--- src/hdl/dkf_pkg.sv ---
package dkf_pkg;

  localparam int CAPACITY = 1024;
  localparam int ADDR_W   = (CAPACITY > 1) ? $clog2(CAPACITY) : 1;
  localparam int FILL_W   = $clog2(CAPACITY + 1);
  localparam int KEY_W    = 64;
  localparam int CNT_W    = 32;

  typedef enum logic [1:0] {
    ST_IDLE,
    ST_SCAN,
    ST_DRAIN,
    ST_DONE
  } dkf_state_t;

  typedef struct packed {
    logic              we;
    logic [ADDR_W-1:0] addr;
    logic [KEY_W-1:0]  wdata;
  } dkf_ram_req_t;

  typedef struct packed {
    logic              filter_on;
    logic [FILL_W-1:0] fill;
  } dkf_status_t;

endpackage

--- src/hdl/dkf_if.sv ---
interface dkf_item_if;
  logic               valid;
  logic               ready;
  logic               func;
  logic signed [31:0] run_number;
  logic signed [31:0] event_number;
  logic               dataset_active;

  modport source(output valid, func, run_number, event_number, dataset_active,
                 input ready);
  modport sink(input valid, func, run_number, event_number, dataset_active,
               output ready);
endinterface

interface dkf_res_if;
  logic        valid;
  logic        ready;
  logic        is_duplicate;
  logic [31:0] duplicate_count;
  logic        store_full;

  modport source(output valid, is_duplicate, duplicate_count, store_full,
                 input ready);
  modport sink(input valid, is_duplicate, duplicate_count, store_full,
               output ready);
endinterface

--- src/hdl/dkf_ctrl.sv ---
module dkf_ctrl (
  input  logic                      clk,
  input  logic                      rst,
  dkf_item_if.sink                  item,
  dkf_res_if.source                 result,
  output dkf_pkg::dkf_ram_req_t     ram_req,
  input  logic [dkf_pkg::KEY_W-1:0] ram_rdata,
  output dkf_pkg::dkf_status_t      status
);

  localparam logic [dkf_pkg::FILL_W-1:0] CAP = dkf_pkg::FILL_W'(dkf_pkg::CAPACITY);

  dkf_pkg::dkf_state_t             state;
  dkf_pkg::dkf_state_t             state_next;
  logic [dkf_pkg::ADDR_W-1:0]      idx;
  logic [dkf_pkg::FILL_W-1:0]      fill;
  logic [dkf_pkg::CNT_W-1:0]       cnt;
  logic                            filter_on;
  logic [dkf_pkg::KEY_W-1:0]       key;
  logic                            pend;
  logic                            hit;
  logic                            dup;

  logic accept;
  logic key_eq;
  logic hit_final;
  logic last_issue;
  logic has_room;
  logic out_free;

  assign accept     = item.valid && item.ready;
  assign key_eq     = (ram_rdata == key);
  assign hit_final  = hit || (pend && key_eq);
  assign last_issue = (dkf_pkg::FILL_W'(idx) == (fill - dkf_pkg::FILL_W'(1)));
  assign has_room   = (fill < CAP);
  assign out_free   = !result.valid || result.ready;

  always_comb begin
    state_next = state;
    unique case (state)
      dkf_pkg::ST_IDLE: begin
        if (accept) begin
          if (item.func || !filter_on) begin
            state_next = dkf_pkg::ST_DONE;
          end else if (fill == '0) begin
            state_next = dkf_pkg::ST_DRAIN;
          end else begin
            state_next = dkf_pkg::ST_SCAN;
          end
        end
      end
      dkf_pkg::ST_SCAN: begin
        if (last_issue) begin
          state_next = dkf_pkg::ST_DRAIN;
        end
      end
      dkf_pkg::ST_DRAIN: begin
        state_next = dkf_pkg::ST_DONE;
      end
      dkf_pkg::ST_DONE: begin
        if (out_free) begin
          state_next = dkf_pkg::ST_IDLE;
        end
      end
      default: state_next = dkf_pkg::ST_IDLE;
    endcase
  end

  always_comb begin
    item.ready    = 1'b0;
    ram_req.we    = 1'b0;
    ram_req.addr  = idx;
    ram_req.wdata = key;
    unique case (state)
      dkf_pkg::ST_IDLE:  item.ready = 1'b1;
      dkf_pkg::ST_SCAN:  ram_req.addr = idx;
      dkf_pkg::ST_DRAIN: begin
        ram_req.we   = !hit_final && has_room;
        ram_req.addr = fill[dkf_pkg::ADDR_W-1:0];
      end
      dkf_pkg::ST_DONE:  ram_req.we = 1'b0;
      default:           ram_req.we = 1'b0;
    endcase
  end

  assign status.filter_on = filter_on;
  assign status.fill      = fill;

  always_ff @(posedge clk) begin
    if (rst) begin
      state        <= dkf_pkg::ST_IDLE;
      idx          <= '0;
      fill         <= '0;
      cnt          <= '0;
      filter_on    <= 1'b1;
      pend         <= 1'b0;
      hit          <= 1'b0;
      dup          <= 1'b0;
      result.valid <= 1'b0;
    end else begin
      state <= state_next;
      pend  <= (state == dkf_pkg::ST_SCAN);
      if (pend && key_eq) begin
        hit <= 1'b1;
      end
      if (result.ready) begin
        result.valid <= 1'b0;
      end
      unique case (state)
        dkf_pkg::ST_IDLE: begin
          if (accept) begin
            key <= {item.run_number, item.event_number};
            idx <= '0;
            hit <= 1'b0;
            dup <= 1'b0;
            if (item.func) begin
              fill      <= '0;
              cnt       <= '0;
              filter_on <= item.dataset_active;
            end
          end
        end
        dkf_pkg::ST_SCAN: begin
          idx <= idx + dkf_pkg::ADDR_W'(1);
        end
        dkf_pkg::ST_DRAIN: begin
          if (hit_final) begin
            dup <= 1'b1;
            if (cnt != '1) begin
              cnt <= cnt + dkf_pkg::CNT_W'(1);
            end
          end else if (has_room) begin
            fill <= fill + dkf_pkg::FILL_W'(1);
          end
        end
        dkf_pkg::ST_DONE: begin
          if (out_free) begin
            result.valid           <= 1'b1;
            result.is_duplicate    <= dup;
            result.duplicate_count <= cnt;
            result.store_full      <= !has_room;
          end
        end
        default: ;
      endcase
    end
  end

endmodule

--- src/flat_wrapper.sv ---
// flat-port wrapper written by rule: the top's interface ports become plain ports
module dkf_ctrl_flat 
  (clk, rst, ram_req, ram_rdata, status, item_valid, item_func, item_run_number, item_event_number, item_dataset_active, item_ready, result_valid, result_is_duplicate, result_duplicate_count, result_store_full, result_ready);
  dkf_item_if item_i ();
  dkf_res_if result_i ();
  input  logic clk;
  input  logic rst;
  output dkf_pkg::dkf_ram_req_t ram_req;
  input  logic [dkf_pkg::KEY_W-1:0] ram_rdata;
  output dkf_pkg::dkf_status_t status;
  input wire logic [$bits(item_i.valid)-1:0] item_valid;
  input wire logic [$bits(item_i.func)-1:0] item_func;
  input wire logic [$bits(item_i.run_number)-1:0] item_run_number;
  input wire logic [$bits(item_i.event_number)-1:0] item_event_number;
  input wire logic [$bits(item_i.dataset_active)-1:0] item_dataset_active;
  output wire logic [$bits(item_i.ready)-1:0] item_ready;
  output wire logic [$bits(result_i.valid)-1:0] result_valid;
  output wire logic [$bits(result_i.is_duplicate)-1:0] result_is_duplicate;
  output wire logic [$bits(result_i.duplicate_count)-1:0] result_duplicate_count;
  output wire logic [$bits(result_i.store_full)-1:0] result_store_full;
  input wire logic [$bits(result_i.ready)-1:0] result_ready;
  assign item_i.valid = item_valid;
  assign item_i.func = item_func;
  assign item_i.run_number = item_run_number;
  assign item_i.event_number = item_event_number;
  assign item_i.dataset_active = item_dataset_active;
  assign item_ready = item_i.ready;
  assign result_valid = result_i.valid;
  assign result_is_duplicate = result_i.is_duplicate;
  assign result_duplicate_count = result_i.duplicate_count;
  assign result_store_full = result_i.store_full;
  assign result_i.ready = result_ready;
  dkf_ctrl u_core (.clk(clk), .rst(rst), .item(item_i), .result(result_i), .ram_req(ram_req), .ram_rdata(ram_rdata), .status(status));
endmodule
--- config.mk ---
export PLATFORM = sky130hd
export DESIGN_NAME = dkf_ctrl_flat
export DESIGN_NICKNAME = d
export VERILOG_FILES = /design/src/hdl/dkf_pkg.sv /design/src/hdl/dkf_if.sv /design/src/hdl/dkf_ctrl.sv /design/src/flat_wrapper.sv
export SDC_FILE = /design/constraint.sdc
export NUM_CORES = 1
export LEC_CHECK = 0
export ABC_AREA = 1
export ABC_CLOCK_PERIOD_IN_PS = 5050
export BUFFER_PORTS_ARGS = -buffer_cell sky130_fd_sc_hd__buf_2
export CAP_MARGIN = 20
export CORE_AREA = 2 2 129 131
export DETAILED_ROUTE_END_ITERATION = 12
export DIE_AREA = 0 0 131 133
export GPL_ROUTABILITY_DRIVEN = 0
export PLACE_DENSITY = 0.81
export SLEW_MARGIN = 15
export SYNTH_ARGS = -nofsm -noshare
export SYNTH_HDL_FRONTEND = slang
export SYNTH_SLANG_ARGS = --single-unit
--- constraint.sdc ---
create_clock -name clk -period 5.05 [get_ports clk]
set_input_delay 1.01 -clock clk [delete_from_list [all_inputs] [get_ports clk]]
set_output_delay 1.01 -clock clk [all_outputs]
set_load 0.05 [all_outputs]
After elaboration in Yosys (flattened, before gate mapping)
Cells that the tools add are included. Widths: inputs -> output; s select.

$add $sub $neg: 4. Multiply operators: 0. Divide/modulo/power cells: 0. Order comparisons: 1. Equality and inequality tests: 14. Shift operators: 0. Multiplexer cells: 30. Bitwise operators: 1. Reductions and logical operators: 22.

Operator list (number): $mux 32 (4); $eq 64x64->1 (1); $pmux 32 s2 (1); $mux 11 (4); $add 32x1->32 const B (1); $ne 32x32->1 const B (1); $pmux 11 s2 (1); $mux 10 (2); $pmux 10 s2 (1); $reduce_and 3->1 (5); $ne 2x1->1 const B (6); $add 11x1->11 const B (1); $eq 10x11->1 (1); $logic_not 11->1 (1); $lt 11x11->1 const B (1); $sub 11x1->11 const B (1); $add 10x1->10 const B (1); $mux 1 (10); $mux 2 (5); $reduce_and 5->1 (2); $pmux 2 s4 (1); $eq 2x2->1 const B (2); $logic_not 1->1 (4); $ne 2x2->1 const B (2); 8 further kinds (13).

Register bits after elaboration: 158. Bits in latches: 0. Memory bits (writable): 0. Bits in read-only memories: 0. Input bits: 134. Output and inout bits: 123. Memories kept: 0.

Longest topological paths before layout
Word-level depth: 6. Depth in mapped cells: 16. Depth with buffers taken out: 15.

Least setup slack after synthesis
OpenSTA, ideal clock, no wires.

Path kind: input-to-reg. From: input rst. To: register u_core.key[0] in the netlist's numbering, enable pin. Arrival time: 3903 ps. Data required time: 4563 ps. Slack: 660 ps. Stages on the path: 2. Buffers on the path: 1. Path through: clkbuf_1 nor2_1.

Cells in the longest elaborated chain, start to end: 2.

RTL lines: start: declaration (line flat_wrapper.sv:7) `input logic rst;`; $not 1->1 (no line); $reduce_and 3->1 (no line); end signal: assignment (line dkf_ctrl.sv:112) `key <= {item.run_number, item.event_number};`; end: declaration (line dkf_ctrl.sv:19) `logic [dkf_pkg::KEY_W-1:0] key;`.

Every way passes these cells. A chain may end at the register's enable or synchronous reset.

==> impl_metrics.csv <==
group,metric,value,unit
die,fp.dieH,133,um
place,dpl.hpwl,16300,um
routing,dr.pass1.iters,5,
power,seq_power_share,0.395,
die,die_x,131,um
power,cell_internal_pwr,2470,uW
clocking,clockBufferDepth,2,
timing,period_minus_slack,3.88,ns
power,combPwrFrac,0.299,
clocking,cts_root_buf,"clkbuf_16",
critical_path,cp.arrival,2.87,ns
power,swShare,0.383,
timing,min_period_over_period,0.768,
critical_path,worstSetupPathType,"reg2out",
cells_and_area,final_cell_mix,"buf_2 (256), nand2_1 (248), nor2_1 (158)",
hold_path,min_path_cells,0,
clocking,cts_buffers,17,
synth,syn_area_per_cell,8.04,um^2
synth,synth_edf_count,98,
synth,syn_area,8190,um^2
cells_and_area,fillCellCount,1407,
die,io_pins,257,
power,total_leakage_power,0.00440,uW
die,coreArea,16200,um^2
critical_path,worstSetupEndpointType,"output pin",
global_route,grt_pass1_wl,33100,um
power,power.net_switching,1530,uW
hold_path,hold_path_class,"reg2reg",
critical_path,cp_max_fo,45,
die,rows,47,
global_route,grt_usage,0.247,
status,status,"finished clean",
critical_path,crit_required,4.04,ns
clocking,cts_setup_buffers,0,
timing,rsz0062_at_grt,"no",
timing,hold_viol,0,
timing,finalSetupTns,0,ns
global_route,grt_max_degree,65,
clocking,clkTransAtPathRegs,0.07,ns
cells_and_area,final_layout_size_suffix_gt1_frac,0.239,
power,power.total,4000,uW
synth,synthArstFlopShare,0,
clocking,clkSinkCount,158,
critical_path,r2r.worst_path.cells,10,
routing,vias_per_cell,5.03,
power,ir_drop,0.000360,V
cells_and_area,syn_to_final_growth,24.8,%
clocking,insertion_delay,0.43,ns
synth,yosys.area.top_type,"edfxtp_1",
die,die_area,17400,um^2
routing,avgRoutedWirePerCell,14.5,um
timing,hold_ws,0.449,ns
routing,vias,7564,
place,port-buffer-count,256,
synth,syn_inst,1018,
timing,setup_viol_count_final,0,
clocking,tritoncts,"yes",
critical_path,startpoint,"u_core.state[0]",
timing,max_freq,258,MHz
critical_path,critPathLaunchType,"flip-flop",
synth,synthTopCellsByArea,"edfxtp_1 (36%), dfxtp_1 (15%), nand2_1 (11%)",
critical_path,r2r-start,"u_core.state[0]",
routing,remaining_drc_errors,0,
synth,synth_nets,1161,
clocking,cts_resized,0,
synth,ys_ff_latch,158,
power,powerDensity,392,nW/um^2
critical_path,r2r_setup_slack,1.42,ns
cells_and_area,final_nets,1412,
die,start_util,0.506,
synth,synthFlopType,"edfxtp_1",
timing,tightest_slew,0.954,ns
routing,routed_wl,21900,um
timing,maxSlewViolCount,0,
routing,ant_nets,0,
power,p_clk_frac,0.305,
global_route,antenna_found_initial,3,
routing,drtIter0Drc,562,
clocking,postCtsHoldBufs,0,
timing,maxSlewHeadroom,0.364,
global_route,grt_pass1_vias,6707,
timing,worst_clock_skew,0.0129,ns
synth,seq_area_frac_synth,0.506,
synth,ys_types,34,
synth,ys_warn_count,0,
run,max_cap_violations,0,
clocking,htreeDepth,4,
synth,yosysTopAreaCellShare,0.360,
global_route,overflow,0,
hold_path,min_from,"u_core.dup",
cells_and_area,mostFrequentLayoutCell,"buf_2",
==> logic make-up (layout without fill, tap and decap cells) <==
kind of cell | Yosys count | in the layout | synth area share
other cells | 0 | 2 | 0
compound gates | 93 | 93 | 0.0605
simple gates | 541 | 541 | 0.277
xor+xnor | 62 | 62 | 0.0663
fa+ha+maj | 9 | 9 | 0.0138
buf+inv | 155 | 419 | 0.0757
flops | 158 | 158 | 0.506
==> synthesized netlist by cell type (10+ instances only) <==
| cell | instances |
|---|---|
| nor3_1 | 21 |
| inv_1 | 121 |
| nand4_1 | 10 |
| nand3_1 | 82 |
| edfxtp_1 | 98 |
| nand2_1 | 248 |
| xnor2_1 | 21 |
| o21ai_0 | 32 |
| nor2_1 | 159 |
| xor2_1 | 41 |
| a21oi_1 | 51 |
| dfxtp_1 | 60 |
| clkbuf_1 | 16 |
==> flip-flops by register name, indices dropped and copies added, names as in the netlist <==
signal and flops:
u_core.result.is_duplicate 1, u_core.fill 11, u_core.state 2, u_core.cnt 32, u_core.key 64, u_core.filter_on 1, u_core.result.valid 1, u_core.pend 1
u_core.result.store_full 1, u_core.hit 1, u_core.dup 1, u_core.result.duplicate_count 32, u_core.idx 10
==> through the flow <==
stage               instance area (um^2)  worst slack, ns  cells   util
global route                       10200            0.943   1504  0.631
detailed placement                  9650             1.30   1470  0.596
floorplan                           8190            0.660   1018      -
finish                             10200             1.17   1504  0.631
CTS                                10200             1.14   1502  0.631
global placement                    9650             1.32   1470  0.596
==> final timing paths <==
path	to
setup reg to reg	u_core.fill[5]
hold reg to reg	u_core.result.is_duplicate
setup / recovery	ram_req[65]
hold / removal	u_core.result.is_duplicate
==> final cells by class <==
type / instances / area (um^2) / share of cell area
multi-input cells: 705 / 3430 / 0.336
diodes: 2 / 5.00 / 0.000490
clock inverters: 14 / 133 / 0.0130
inverters: 126 / 473 / 0.0463
clock buffers: 18 / 429 / 0.0420
flip-flops and latches: 158 / 4140 / 0.406
well taps: 220 / 275 / 0.0270
repair buffers: 261 / 1320 / 0.129
==> worst max-delay path, stage by stage, from the launching register on <==
cell and delay [ns]:
dfxtp_1 0.34, inv_1 0.09, ha_1 0.78, inv_2 0.57
o21ai_0 0.35, buf_2 0.31
==> per-layer routing <==
layer / GRT usage / wire length, um / up-vias
li1: - / - / 3780
met1: 0.300 / 8880 / 3440
met2: 0.404 / 10300 / 287
met3: 0.0566 / 1710 / 55
met4: 0.130 / 911 / 2
met5: 0 / 13 / -
==> power by group through the flow <==
stage	logic (uW)	registers, uW	clock network (uW)
finish	1200	1580	1220
global route	1300	1600	1290
CTS	1200	1580	1240
detailed placement	1190	1610	0
global placement	1170	1610	0
floorplan	646	1880	0
(Power assumes the default switching activity.)
